$ cat config.mk
export PLATFORM = sky130hd
export DESIGN_NAME = positional_list_engine_core
export DESIGN_NICKNAME = d
export VERILOG_FILES = /design/src/hdl/plen_pkg.sv /design/src/hdl/plen_ram.sv /design/src/hdl/positional_list_engine_core.sv
export SDC_FILE = /design/constraint.sdc
export NUM_CORES = 2
export LEC_CHECK = 0
export BUFFER_PORTS_ARGS = -buffer_cell sky130_fd_sc_hd__buf_2
export CELL_PAD_IN_SITES_DETAIL_PLACEMENT = 0
export CELL_PAD_IN_SITES_GLOBAL_PLACEMENT = 1
export CORE_UTILIZATION = 30
export DETAILED_ROUTE_END_ITERATION = 8
export PLACE_DENSITY = 0.51
export SYNTH_ARGS = -nofsm -noshare
export SYNTH_HDL_FRONTEND = slang
export SYNTH_SLANG_ARGS = --single-unit
$ cat constraint.sdc
create_clock -name clk -period 4.6 [get_ports clk]
set_clock_uncertainty 0.1 [all_clocks]
set_input_delay 0.46 -clock clk [delete_from_list [all_inputs] [get_ports clk]]
set_output_delay 0.46 -clock clk [all_outputs]
set_load 0.02 [all_outputs]
$ cat src/hdl/plen_pkg.sv
// shared types and constants for the positional list engine
package plen_pkg;

  localparam int CAPACITY_DEF = 64;
  localparam int ID_BITS_DEF  = 16;

  localparam int FUNC_W  = 3;
  localparam int POS_W   = 7;
  localparam int SONG_W  = 16;
  localparam int STAT_W  = 3;
  localparam int FOUND_W = 6;
  localparam int COUNT_W = 7;

  typedef enum logic [FUNC_W-1:0] {
    FN_INS_FRONT = 3'd0,
    FN_INS_POS   = 3'd1,
    FN_INS_END   = 3'd2,
    FN_SEARCH    = 3'd3,
    FN_RM_FRONT  = 3'd4,
    FN_RM_POS    = 3'd5,
    FN_RM_END    = 3'd6,
    FN_CLEAR     = 3'd7
  } func_t;

  typedef enum logic [STAT_W-1:0] {
    STAT_OK       = 3'd0,
    STAT_EMPTY    = 3'd1,
    STAT_BADPOS   = 3'd2,
    STAT_FULL     = 3'd3,
    STAT_NOTFOUND = 3'd4
  } status_t;

  typedef enum logic [1:0] {
    S_IDLE,
    S_SHIFT_UP,
    S_SHIFT_DN,
    S_SEARCH
  } state_t;

  typedef enum logic [1:0] {
    K_NOW,
    K_UP,
    K_DN,
    K_SRCH
  } kind_t;

endpackage

$ cat src/hdl/plen_ram.sv
// generic single-write, single-read ram with registered read data
module plen_ram #(
  parameter int WIDTH  = 16,
  parameter int DEPTH  = 64,
  parameter int ADDR_W = $clog2(DEPTH)
) (
  input  logic              clk,
  input  logic              wr_en,
  input  logic [ADDR_W-1:0] wr_addr,
  input  logic [WIDTH-1:0]  wr_data,
  input  logic              rd_en,
  input  logic [ADDR_W-1:0] rd_addr,
  output logic [WIDTH-1:0]  rd_data
);

  logic [WIDTH-1:0] mem [DEPTH];

  always_ff @(posedge clk) begin
    if (wr_en) begin
      mem[wr_addr] <= wr_data;
    end
    if (rd_en) begin
      rd_data <= mem[rd_addr];
    end
  end

endmodule

$ cat src/hdl/positional_list_engine_core.sv
// positional list engine: ordered id list in ram with a one-entry-per-cycle shift sequencer
//
// An item is taken when start is high and busy is low; its result appears on the out_
// ports for one cycle with out_valid, and must be captured then. Clear, and any operation
// refused at once (full, empty, bad position), keeps busy low and answers in the next
// cycle. With count c, insert at position p keeps busy high while entries p to c-1 move
// up one place, remove at p while entries p+1 to c-1 move down one place, and search
// while entries are read in order up to the first match, or all c when there is none;
// the result is on the ports in the cycle busy drops. The sequence is set by the single ram
// port pair: each cycle reads one entry and writes back the one read the cycle before, so
// a search that misses in a full 64-entry list is the longest case.
module positional_list_engine_core
  import plen_pkg::*;
#(
  parameter int CAPACITY = CAPACITY_DEF,
  parameter int ID_BITS  = ID_BITS_DEF
) (
  input  logic               clk,
  input  logic               rst_n,
  input  logic               start,
  output logic               busy,
  input  logic [FUNC_W-1:0]  in_func,
  input  logic [POS_W-1:0]   in_position,
  input  logic [SONG_W-1:0]  in_song_id,
  output logic               out_valid,
  output logic [STAT_W-1:0]  out_status,
  output logic [FOUND_W-1:0] out_found_position,
  output logic [COUNT_W-1:0] out_item_count
);

  localparam int ADDR_W = $clog2(CAPACITY);
  localparam int CNT_W  = $clog2(CAPACITY + 1);
  localparam int CMP_W  = (CNT_W > POS_W) ? CNT_W : POS_W;

  state_t             state_r, state_nxt;
  logic [CNT_W-1:0]   cnt_r, cnt_nxt;
  logic [CNT_W-1:0]   ptr_r, ptr_nxt;
  logic [CNT_W-1:0]   tgt_r, tgt_nxt;
  logic [ID_BITS-1:0] id_r, id_nxt;
  logic               pend_r, pend_nxt;
  logic [ADDR_W-1:0]  pend_addr_r, pend_addr_nxt;

  logic               out_valid_r, out_valid_nxt;
  status_t            out_status_r, out_status_nxt;
  logic [FOUND_W-1:0] out_found_r, out_found_nxt;
  logic [COUNT_W-1:0] out_count_r, out_count_nxt;

  // decode of the offered item
  kind_t              dec_kind;
  status_t            dec_status;
  logic [CNT_W-1:0]   dec_ptr;
  logic [CNT_W-1:0]   dec_tgt;

  logic               accept;
  logic               full;
  logic               empty;
  logic [CMP_W-1:0]   pos_x;
  logic [CMP_W-1:0]   cnt_x;
  logic [CNT_W-1:0]   ptr_m1;
  logic [CNT_W-1:0]   ptr_p1;
  logic [CNT_W-1:0]   cnt_p1;
  logic [CNT_W-1:0]   cnt_m1;

  logic               ram_wr_en;
  logic [ADDR_W-1:0]  ram_wr_addr;
  logic [ID_BITS-1:0] ram_wr_data;
  logic               ram_rd_en;
  logic [ADDR_W-1:0]  ram_rd_addr;
  logic [ID_BITS-1:0] ram_rd_data;

  logic               up_done;
  logic               dn_done;
  logic               match;
  logic               srch_done;

  assign busy   = (state_r != S_IDLE);
  assign accept = start && !busy;
  assign full   = (cnt_r == CNT_W'(CAPACITY));
  assign empty  = (cnt_r == '0);
  assign pos_x  = CMP_W'(in_position);
  assign cnt_x  = CMP_W'(cnt_r);
  assign ptr_m1 = ptr_r - CNT_W'(1);
  assign ptr_p1 = ptr_r + CNT_W'(1);
  assign cnt_p1 = cnt_r + CNT_W'(1);
  assign cnt_m1 = cnt_r - CNT_W'(1);

  assign up_done   = (ptr_r == tgt_r) && !pend_r;
  assign dn_done   = (ptr_r == cnt_r) && !pend_r;
  assign match     = pend_r && (ram_rd_data == id_r);
  assign srch_done = match || ((ptr_r == cnt_r) && !pend_r);

  always_comb begin
    dec_kind   = K_NOW;
    dec_status = STAT_OK;
    dec_ptr    = '0;
    dec_tgt    = '0;
    case (func_t'(in_func))
      FN_INS_FRONT: begin
        if (full) begin
          dec_status = STAT_FULL;
        end else begin
          dec_kind = K_UP;
          dec_ptr  = cnt_r;
        end
      end
      FN_INS_POS: begin
        if (full) begin
          dec_status = STAT_FULL;
        end else if (pos_x == '0 || empty) begin
          dec_kind = K_UP;
          dec_ptr  = cnt_r;
        end else if (pos_x > cnt_x) begin
          dec_status = STAT_BADPOS;
        end else begin
          dec_kind = K_UP;
          dec_ptr  = cnt_r;
          dec_tgt  = CNT_W'(in_position);
        end
      end
      FN_INS_END: begin
        if (full) begin
          dec_status = STAT_FULL;
        end else begin
          dec_kind = K_UP;
          dec_ptr  = cnt_r;
          dec_tgt  = cnt_r;
        end
      end
      FN_SEARCH: begin
        if (empty) begin
          dec_status = STAT_EMPTY;
        end else begin
          dec_kind = K_SRCH;
        end
      end
      FN_RM_FRONT: begin
        if (empty) begin
          dec_status = STAT_EMPTY;
        end else begin
          dec_kind = K_DN;
          dec_ptr  = CNT_W'(1);
        end
      end
      FN_RM_POS: begin
        if (empty) begin
          dec_status = STAT_EMPTY;
        end else if (pos_x >= cnt_x) begin
          dec_status = STAT_BADPOS;
        end else begin
          dec_kind = K_DN;
          dec_ptr  = CNT_W'(in_position) + CNT_W'(1);
        end
      end
      FN_RM_END: begin
        if (empty) begin
          dec_status = STAT_EMPTY;
        end else begin
          dec_kind = K_DN;
          dec_ptr  = cnt_r;
        end
      end
      default: begin
        dec_status = STAT_OK;
      end
    endcase
  end

  // next state
  always_comb begin
    state_nxt = state_r;
    case (state_r)
      S_IDLE: begin
        if (accept) begin
          case (dec_kind)
            K_UP:    state_nxt = S_SHIFT_UP;
            K_DN:    state_nxt = S_SHIFT_DN;
            K_SRCH:  state_nxt = S_SEARCH;
            default: state_nxt = S_IDLE;
          endcase
        end
      end
      S_SHIFT_UP: begin
        if (up_done) begin
          state_nxt = S_IDLE;
        end
      end
      S_SHIFT_DN: begin
        if (dn_done) begin
          state_nxt = S_IDLE;
        end
      end
      S_SEARCH: begin
        if (srch_done) begin
          state_nxt = S_IDLE;
        end
      end
      default: state_nxt = S_IDLE;
    endcase
  end

  // datapath, ram control and results
  always_comb begin
    cnt_nxt        = cnt_r;
    ptr_nxt        = ptr_r;
    tgt_nxt        = tgt_r;
    id_nxt         = id_r;
    pend_nxt       = 1'b0;
    pend_addr_nxt  = pend_addr_r;
    out_valid_nxt  = 1'b0;
    out_status_nxt = out_status_r;
    out_found_nxt  = out_found_r;
    out_count_nxt  = out_count_r;
    ram_wr_en      = 1'b0;
    ram_wr_addr    = pend_addr_r;
    ram_wr_data    = ram_rd_data;
    ram_rd_en      = 1'b0;
    ram_rd_addr    = ptr_r[ADDR_W-1:0];
    case (state_r)
      S_IDLE: begin
        if (accept) begin
          ptr_nxt = dec_ptr;
          tgt_nxt = dec_tgt;
          id_nxt  = ID_BITS'(in_song_id);
          if (dec_kind == K_NOW) begin
            if (func_t'(in_func) == FN_CLEAR) begin
              cnt_nxt = '0;
            end
            out_valid_nxt  = 1'b1;
            out_status_nxt = dec_status;
            out_found_nxt  = '0;
            out_count_nxt  = (func_t'(in_func) == FN_CLEAR) ? '0 : COUNT_W'(cnt_r);
          end
        end
      end
      S_SHIFT_UP: begin
        // move entry ptr-1 up to ptr, then drop the new id into the gap
        if (pend_r) begin
          ram_wr_en = 1'b1;
        end else if (ptr_r == tgt_r) begin
          ram_wr_en   = 1'b1;
          ram_wr_addr = tgt_r[ADDR_W-1:0];
          ram_wr_data = id_r;
        end
        if (ptr_r > tgt_r) begin
          ram_rd_en     = 1'b1;
          ram_rd_addr   = ptr_m1[ADDR_W-1:0];
          pend_nxt      = 1'b1;
          pend_addr_nxt = ptr_r[ADDR_W-1:0];
          ptr_nxt       = ptr_m1;
        end
        if (up_done) begin
          cnt_nxt        = cnt_p1;
          out_valid_nxt  = 1'b1;
          out_status_nxt = STAT_OK;
          out_found_nxt  = '0;
          out_count_nxt  = COUNT_W'(cnt_p1);
        end
      end
      S_SHIFT_DN: begin
        // move entry ptr down to ptr-1
        if (pend_r) begin
          ram_wr_en = 1'b1;
        end
        if (ptr_r < cnt_r) begin
          ram_rd_en     = 1'b1;
          pend_nxt      = 1'b1;
          pend_addr_nxt = ptr_m1[ADDR_W-1:0];
          ptr_nxt       = ptr_p1;
        end
        if (dn_done) begin
          cnt_nxt        = cnt_m1;
          out_valid_nxt  = 1'b1;
          out_status_nxt = STAT_OK;
          out_found_nxt  = '0;
          out_count_nxt  = COUNT_W'(cnt_m1);
        end
      end
      S_SEARCH: begin
        if (ptr_r < cnt_r && !match) begin
          ram_rd_en     = 1'b1;
          pend_nxt      = 1'b1;
          pend_addr_nxt = ptr_r[ADDR_W-1:0];
          ptr_nxt       = ptr_p1;
        end
        if (srch_done) begin
          pend_nxt       = 1'b0;
          out_valid_nxt  = 1'b1;
          out_status_nxt = match ? STAT_OK : STAT_NOTFOUND;
          out_found_nxt  = match ? FOUND_W'(CNT_W'(pend_addr_r)) : '0;
          out_count_nxt  = COUNT_W'(cnt_r);
        end
      end
      default: begin
        pend_nxt = 1'b0;
      end
    endcase
  end

  always_ff @(posedge clk) begin
    if (!rst_n) begin
      state_r     <= S_IDLE;
      cnt_r       <= '0;
      pend_r      <= 1'b0;
      out_valid_r <= 1'b0;
    end else begin
      state_r     <= state_nxt;
      cnt_r       <= cnt_nxt;
      pend_r      <= pend_nxt;
      out_valid_r <= out_valid_nxt;
    end
  end

  always_ff @(posedge clk) begin
    ptr_r        <= ptr_nxt;
    tgt_r        <= tgt_nxt;
    id_r         <= id_nxt;
    pend_addr_r  <= pend_addr_nxt;
    out_status_r <= out_status_nxt;
    out_found_r  <= out_found_nxt;
    out_count_r  <= out_count_nxt;
  end

  plen_ram #(
    .WIDTH  (ID_BITS),
    .DEPTH  (CAPACITY),
    .ADDR_W (ADDR_W)
  ) u_entries (
    .clk     (clk),
    .wr_en   (ram_wr_en),
    .wr_addr (ram_wr_addr),
    .wr_data (ram_wr_data),
    .rd_en   (ram_rd_en),
    .rd_addr (ram_rd_addr),
    .rd_data (ram_rd_data)
  );

  assign out_valid          = out_valid_r;
  assign out_status         = out_status_r;
  assign out_found_position = out_found_r;
  assign out_item_count     = out_count_r;

  a_count_bound: assert property (@(posedge clk) disable iff (!rst_n)
    cnt_r <= CNT_W'(CAPACITY))
    else $error("entry count above capacity");

  a_strobe_idle: assert property (@(posedge clk) disable iff (!rst_n)
    out_valid_r |-> (state_r == S_IDLE))
    else $error("result strobe while sequencer busy");

  a_quick_result: assert property (@(posedge clk) disable iff (!rst_n)
    (accept && dec_kind == K_NOW) |=> (out_valid_r && state_r == S_IDLE))
    else $error("refused or clear item gave no result next cycle");

  a_count_holds: assert property (@(posedge clk) disable iff (!rst_n)
    (busy && $past(busy)) |-> $stable(cnt_r))
    else $error("count changed mid operation");

  a_busy_no_strobe: assert property (@(posedge clk) disable iff (!rst_n)
    (busy && !up_done && !dn_done && !srch_done) |=> !out_valid_r)
    else $error("result strobe without finishing item");

endmodule
; After elaboration in Yosys (flattened, before gate mapping)
; Memories as Yosys holds them, arrays and structs flattened. A register that Yosys moved wholly into a read port is not among the register bits.
; Index checks and enable logic that the tools add are counted.
[classes]
n_addsub = 5
n_mul = 0
div = 0
order_cmp = 4
n_eq_ne = 25
shift = 0
muxes = 93
n_bitwise = 0
reduce_logical = 27
[op_table]
columns = operator, n
row1 = two-way mux 7 bit, 20
row2 = two-way mux 6 bit, 14
row3 = case mux 7 bit (4 select lines), 2
row4 = two-way mux 16 bit, 3
row5 = case mux 7 bit (5 select lines), 1
row6 = two-way mux 2 bit, 14
row7 = case mux 3 bit (4 select lines), 2
row8 = case mux 6 bit (4 select lines), 1
row9 = "adder 7 x 1 -> 7 bit, second input constant", 3
row10 = case mux 7 bit (3 select lines), 1
row11 = two-way mux 1 bit, 20
row12 = two-way mux 3 bit, 6
row13 = case mux 6 bit (3 select lines), 1
row14 = equality test 16 bit, 1
row15 = "inequality test 2 bit, second input constant", 8
row16 = equality test 7 bit, 2
row17 = > comparator 7 bit, 2
row18 = zero test 7 bit, 2
row19 = case mux 7 bit (2 select lines), 1
row20 = "subtractor 7 x 1 -> 7 bit, second input constant", 2
row21 = "equality test 3 bit, second input constant", 4
row22 = AND reduction 4 bit, 3
row23 = case mux 2 bit (5 select lines), 1
row24 = AND reduction 5 bit, 2
row25 = 22 further kinds, 38
[word_totals]
reg_bits = 63
latch_bits = 0
ram_bits = 1024
mem_bits_ro = 0
input_bits = 29
memories = 1
[memory_table]
columns = name, depth, word_bits, read_ports, rd_ports_with_merged_regs, write_ports, line_no
row1 = u_entries.mem, 64, 16, 1, 1, 1, plen_ram.sv:16  ; logic [WIDTH-1:0] mem [DEPTH];

; Logic depth before layout (Yosys ltp)
[logic_depth]
depth_word = 9
mapped_depth = 19

; By module
; A second synthesis with hierarchy kept.
[hier_totals]
cells_unflattened = 2294
hier_area_um2 = 44824.2
[by_module_without_submodules]
columns = module, n_inst, cells_per_inst, area_each_um2, seq_area_each_um2
row1 = plen_ram, 1, 1820, 40138.5, 31230.0
row2 = positional_list_engine_core, 1, 474, 4685.7, 1781.7

; Worst setup path after synthesis
; No wires, ideal clock.
[synth_timing]
kind = flip-flop to flip-flop
startpoint = register ptr_r[0]
endpoint = memory u_entries.mem[0][0], enable pin
t_arrival_ns = 4.005
required_ns = 4.112
slack_ns = 0.107
path_stages_with_launch = 15
n_path_buf = 5
cell_sequence = edfxtp_1 buf_2 inv_1 clkbuf_1 clkbuf_1 buf_1 ha_1 nand3_1 or2_2 nor3_2 clkbuf_1 nand3_1 o31ai_1 nand2_1 nor2_1
[synth_via]
elab_chain_cells = 6
[synth_rtl]
columns = item, line_no
row1 = "start, declared", positional_list_engine_core.sv:37  ; logic [CNT_W-1:0] ptr_r, ptr_nxt;
row2 = "start signal, assigned", positional_list_engine_core.sv:314  ; ptr_r <= ptr_nxt;
row3 = equality test 7 bit (*), positional_list_engine_core.sv:239  ; end else if (ptr_r == tgt_r) begin
row4 = two-way mux 1 bit, positional_list_engine_core.sv:239
row5 = two-way mux 1 bit, positional_list_engine_core.sv:237  ; if (pend_r) begin
row6 = case mux 1 bit (2 select lines), positional_list_engine_core.sv:218  ; case (state_r)
row7 = two-way mux 1 bit, plen_ram.sv:19  ; if (wr_en) begin
row8 = two-way mux 1 bit (not written as such), plen_ram.sv:20  ; mem[wr_addr] <= wr_data;
row9 = "end, declared", plen_ram.sv:16
; Mark *: on every way between the ends. The rest lies on a longest branch, timed or not.

; Final worst setup path
[layout_timing]
startpoint = register ptr_r[6]
endpoint = register u_entries.rd_data[14] (read register of u_entries.mem) (data pin)
[layout_via]
elab_chain_cells = 4
[layout_rtl]
columns = item, line_no
row1 = < comparator 7 bit, "positional_list_engine_core.sv:264, positional_list_engine_core.sv:279"
row2 = logical AND 1 bit, positional_list_engine_core.sv:279  ; if (ptr_r < cnt_r && !match) begin
row3 = two-way mux 1 bit, positional_list_engine_core.sv:279
row4 = case mux 1 bit (3 select lines), positional_list_engine_core.sv:218
row5 = "end, declared", plen_ram.sv:13  ; output logic [WIDTH-1:0] rd_data
; Parallel ways exist; a longest one is shown, timed or not.
; A chain may end at the register's enable or synchronous reset.

==> results by group <==
Synth
  – Ys async rst share: 0
  – Synth Instances: 3715
  – Post-Syn Nets: 3776
  – Leading post-synthesis cells by cell area: edfxtp_1 65%, o22ai_1 6.9%, mux4_2 2.9%
  – Post-synth cell types: 71
  – Area leader, netlist: edfxtp_1
  – Top FF cell, synth: edfxtp_1
  – Sequential area share after synthesis: 0.659
  – Synthesized area: 50100 um2
  – #FFs+latches synth: 1103
  – Mapped Avg Cell Area: 13.5 um2
  – Synth Warn #: 0
  – Synth top area share: 0.654
  – Number of flops mapped to enable cells by yosys: 1092

GRT
  – Largest net degree at the start of global routing: 130
  – First-pass GRT wire length: 253 mm
  – Vias in the first global route: 34500
  – Grt ovf: 0
  – Initial antenna violation count: 6
  – All-Layer GR Usage: 0.206

Critical path
  – Crit start category: flip-flop
  – Setup Crit Path Kind: reg -> reg
  – CP Data Required Time: 5.09 ns
  – WP data arrival: 4.86 ns
  – Crit-path max FO: 36
  – Crit. End Element: flip-flop
  – Worst R2R Path Depth: 11

Drt
  – TritonRoute pass-1 iters: 5
  – Via count: 35500
  – Number of vias per cell: 5.75
  – Wire length per cell: 28.6 um
  – Final wirelength: 177 mm
  – Residual DRC count: 0
  – Iter 0 DRT Violations: 3234
  – ANT nets after route: 0

Timing
  – RSZ-0062 raised after global routing: no
  – Tmin final: 4.36 ns
  – Final slew viol count: 0
  – Final setup fails: 0
  – Max Clk Rate: 229 MHz
  – Relative max-transition margin: 0.260
  – Hold_ws: 0.0988 ns
  – Final hold violations: 0
  – Fin crit share: 0.948
  – Setup TNS: 0 ns
  – Slew @ Worst Pin: 1.10 ns

Hold path
  – Hold depth: 3
  – Hold Crit Class: in -> reg

Die
  – Core Region: 165000 um2
  – Chip height: 411 um
  – Initial core utilization: 0.303
  – Die width: 411 um
  – Row count: 149
  – DIE AREA: 169000 um2
  – IO Pins: 47

Clocking
  – Longest Clk Path Bufs: 3
  – Clock Latency Late Sink: 0.79 ns
  – H-tree depth: 4
  – Setup bufs post-CTS: 0
  – Root Buffer: clkbuf_16
  – TritonCTS clock tree: yes
  – Reg clk slew, reported paths: 0.06 ns
  – Total CTS buffers: 133
  – Clock sink total: 1103

Placement
  – DP HPWL: 110 mm
  – IO Port Bufs: 46
  – Routability cong.: 0.827

Pwr
  – Power Internal: 18.0 mW
  – Leakage: 18.4 nW
  – Power Total: 24.4 mW
  – Sw power: 6.43 mW
  – Clock power share: 0.416
  – Flop pwr share: 0.451
  – VDD IR-drop max: 387 uV
  – Logic pwr share: 0.133
  – Sw frac: 0.264
  – PwrDens: 412 nW/um2

Final layout
  – Most frequent cells in the layout: 1092 x edfxtp_1, 552 x o22ai_1, 244 x buf_4
  – Layout Utilization: 0.358
  – Commonest non-fill, non-tap cell in the layout: edfxtp_1
  – Layout area overhead: 18.0%
  – NumNets Final: 3948
  – Share of layout cells above drive strength 1: 0.182

Run
  – Max-cap violations: 0

Run status
  – Status: complete, no violations
==> per-stage QoR <==
| step | setup WS, ns | area [um2] | instances |
|---|---|---|---|
| 6_report | 0.238 | 59200 | 6183 |
| 5_1_grt | 0.0868 | 59200 | 6181 |
| 4_1_cts | 0.243 | 59200 | 6181 |
| 3_5_place_dp | 0.193 | 54800 | 5924 |
| 3_3_place_gp | 0.259 | 54800 | 5924 |
| 2_1_floorplan | 0.107 | 50100 | 3715 |
==> synth_stat cells (18+ instances only) <==
library cell     n
o41ai_1         19
a221oi_1        20
inv_1           31
o21ai_0        139
mux2i_1        131
or3_1           21
mux2_2          67
buf_1           61
nor2_1         149
nand3_1         39
buf_2           60
o22ai_1        552
clkbuf_1       191
nor3_1         233
nor4_1          38
a22oi_1         41
o21a_1          21
ha_1            32
o221ai_1       128
a31oi_1         18
xnor2_1         28
a21oi_1        141
mux4_2          64
edfxtp_1      1092
nand2_1        176
==> power by group through the flow <==
stage / clock, mW / sequential, mW / combinational (mW)
after floorplan: 0 / 11.2 / 1.86
after global placement: 0 / 11.2 / 3.22
final: 10.1 / 11.0 / 3.24
after CTS: 10.4 / 11.0 / 3.25
after detailed placement: 0 / 11.2 / 3.23
after global routing: 10.8 / 11.0 / 3.45
==> final timing paths <==
| kind | start | to | slack, ns |
|---|---|---|---|
| setup / recovery | ptr_r[6] | u_entries.rd_data[14] | 0.24 |
| hold / removal | in_position[6] | tgt_r[6] | 0.1 |
| setup reg to reg | ptr_r[6] | u_entries.rd_data[14] | 0.24 |
| hold reg to reg | state_r[1] | state_r[1] | 0.47 |
==> critical path: stages, from the launching register on <==
cell and delay [ns]:
edfxtp_1 0.48, ha_1 0.41, a21o_1 0.23, a31o_1 0.22, buf_4 0.19, o211ai_4 0.24
buf_12 0.21, buf_4 0.43, o22ai_1 0.14, o311ai_0 0.90, a21oi_1 0.17, o41ai_1 0.38
==> sequential cells by signal, summed over array words and instances (netlist names) <==
signal,count
cnt_r,7
id_r,16
out_found_position,6
out_item_count,7
out_status,3
out_valid,1
pend_addr_r,6
pend_r,1
ptr_r,7
state_r,2
tgt_r,7
u_entries.mem,1024
u_entries.rd_data,16
==> final cells by class <==
type / count / area [um2]
tap: 2189 / 2740
clock buffer: 169 / 3520
antenna: 2 / 5.00
fill: 15700 / 106000
sequential: 1103 / 33000
clock inverter: 71 / 661
inverter: 32 / 123
timing repair buffer: 351 / 3110
multi-input combinational: 2266 / 16000
==> per-layer routing <==
layer / share of wire / GRT usage
met4: 0.025 / 0.0605
met1: 0.45 / 0.289
met3: 0.058 / 0.0310
met2: 0.46 / 0.329
met5: 0.000073 / 0
==> what timing repair did <==
action | in CTS | in global routing
resized for setup | 0 | 0
hold buffers | 17 | 0
endpoints found under the hold margin | 26 | 0
==> cells by family (layout without fill, tap and decap cells) <==
logic type	Yosys count	after routing	synth area share
buffers and inverters	346	623	0.0276
adder cells (fa/ha/maj)	32	32	0.00799
AND/OR/NAND/NOR	732	732	0.0697
flip-flops	1103	1103	0.659
AO/OA/AOI/OAI	1199	1199	0.159
other	0	2	0
multiplexers	262	262	0.0700
XOR/XNOR	41	41	0.00731
Power figures use the tool's default switching activity.
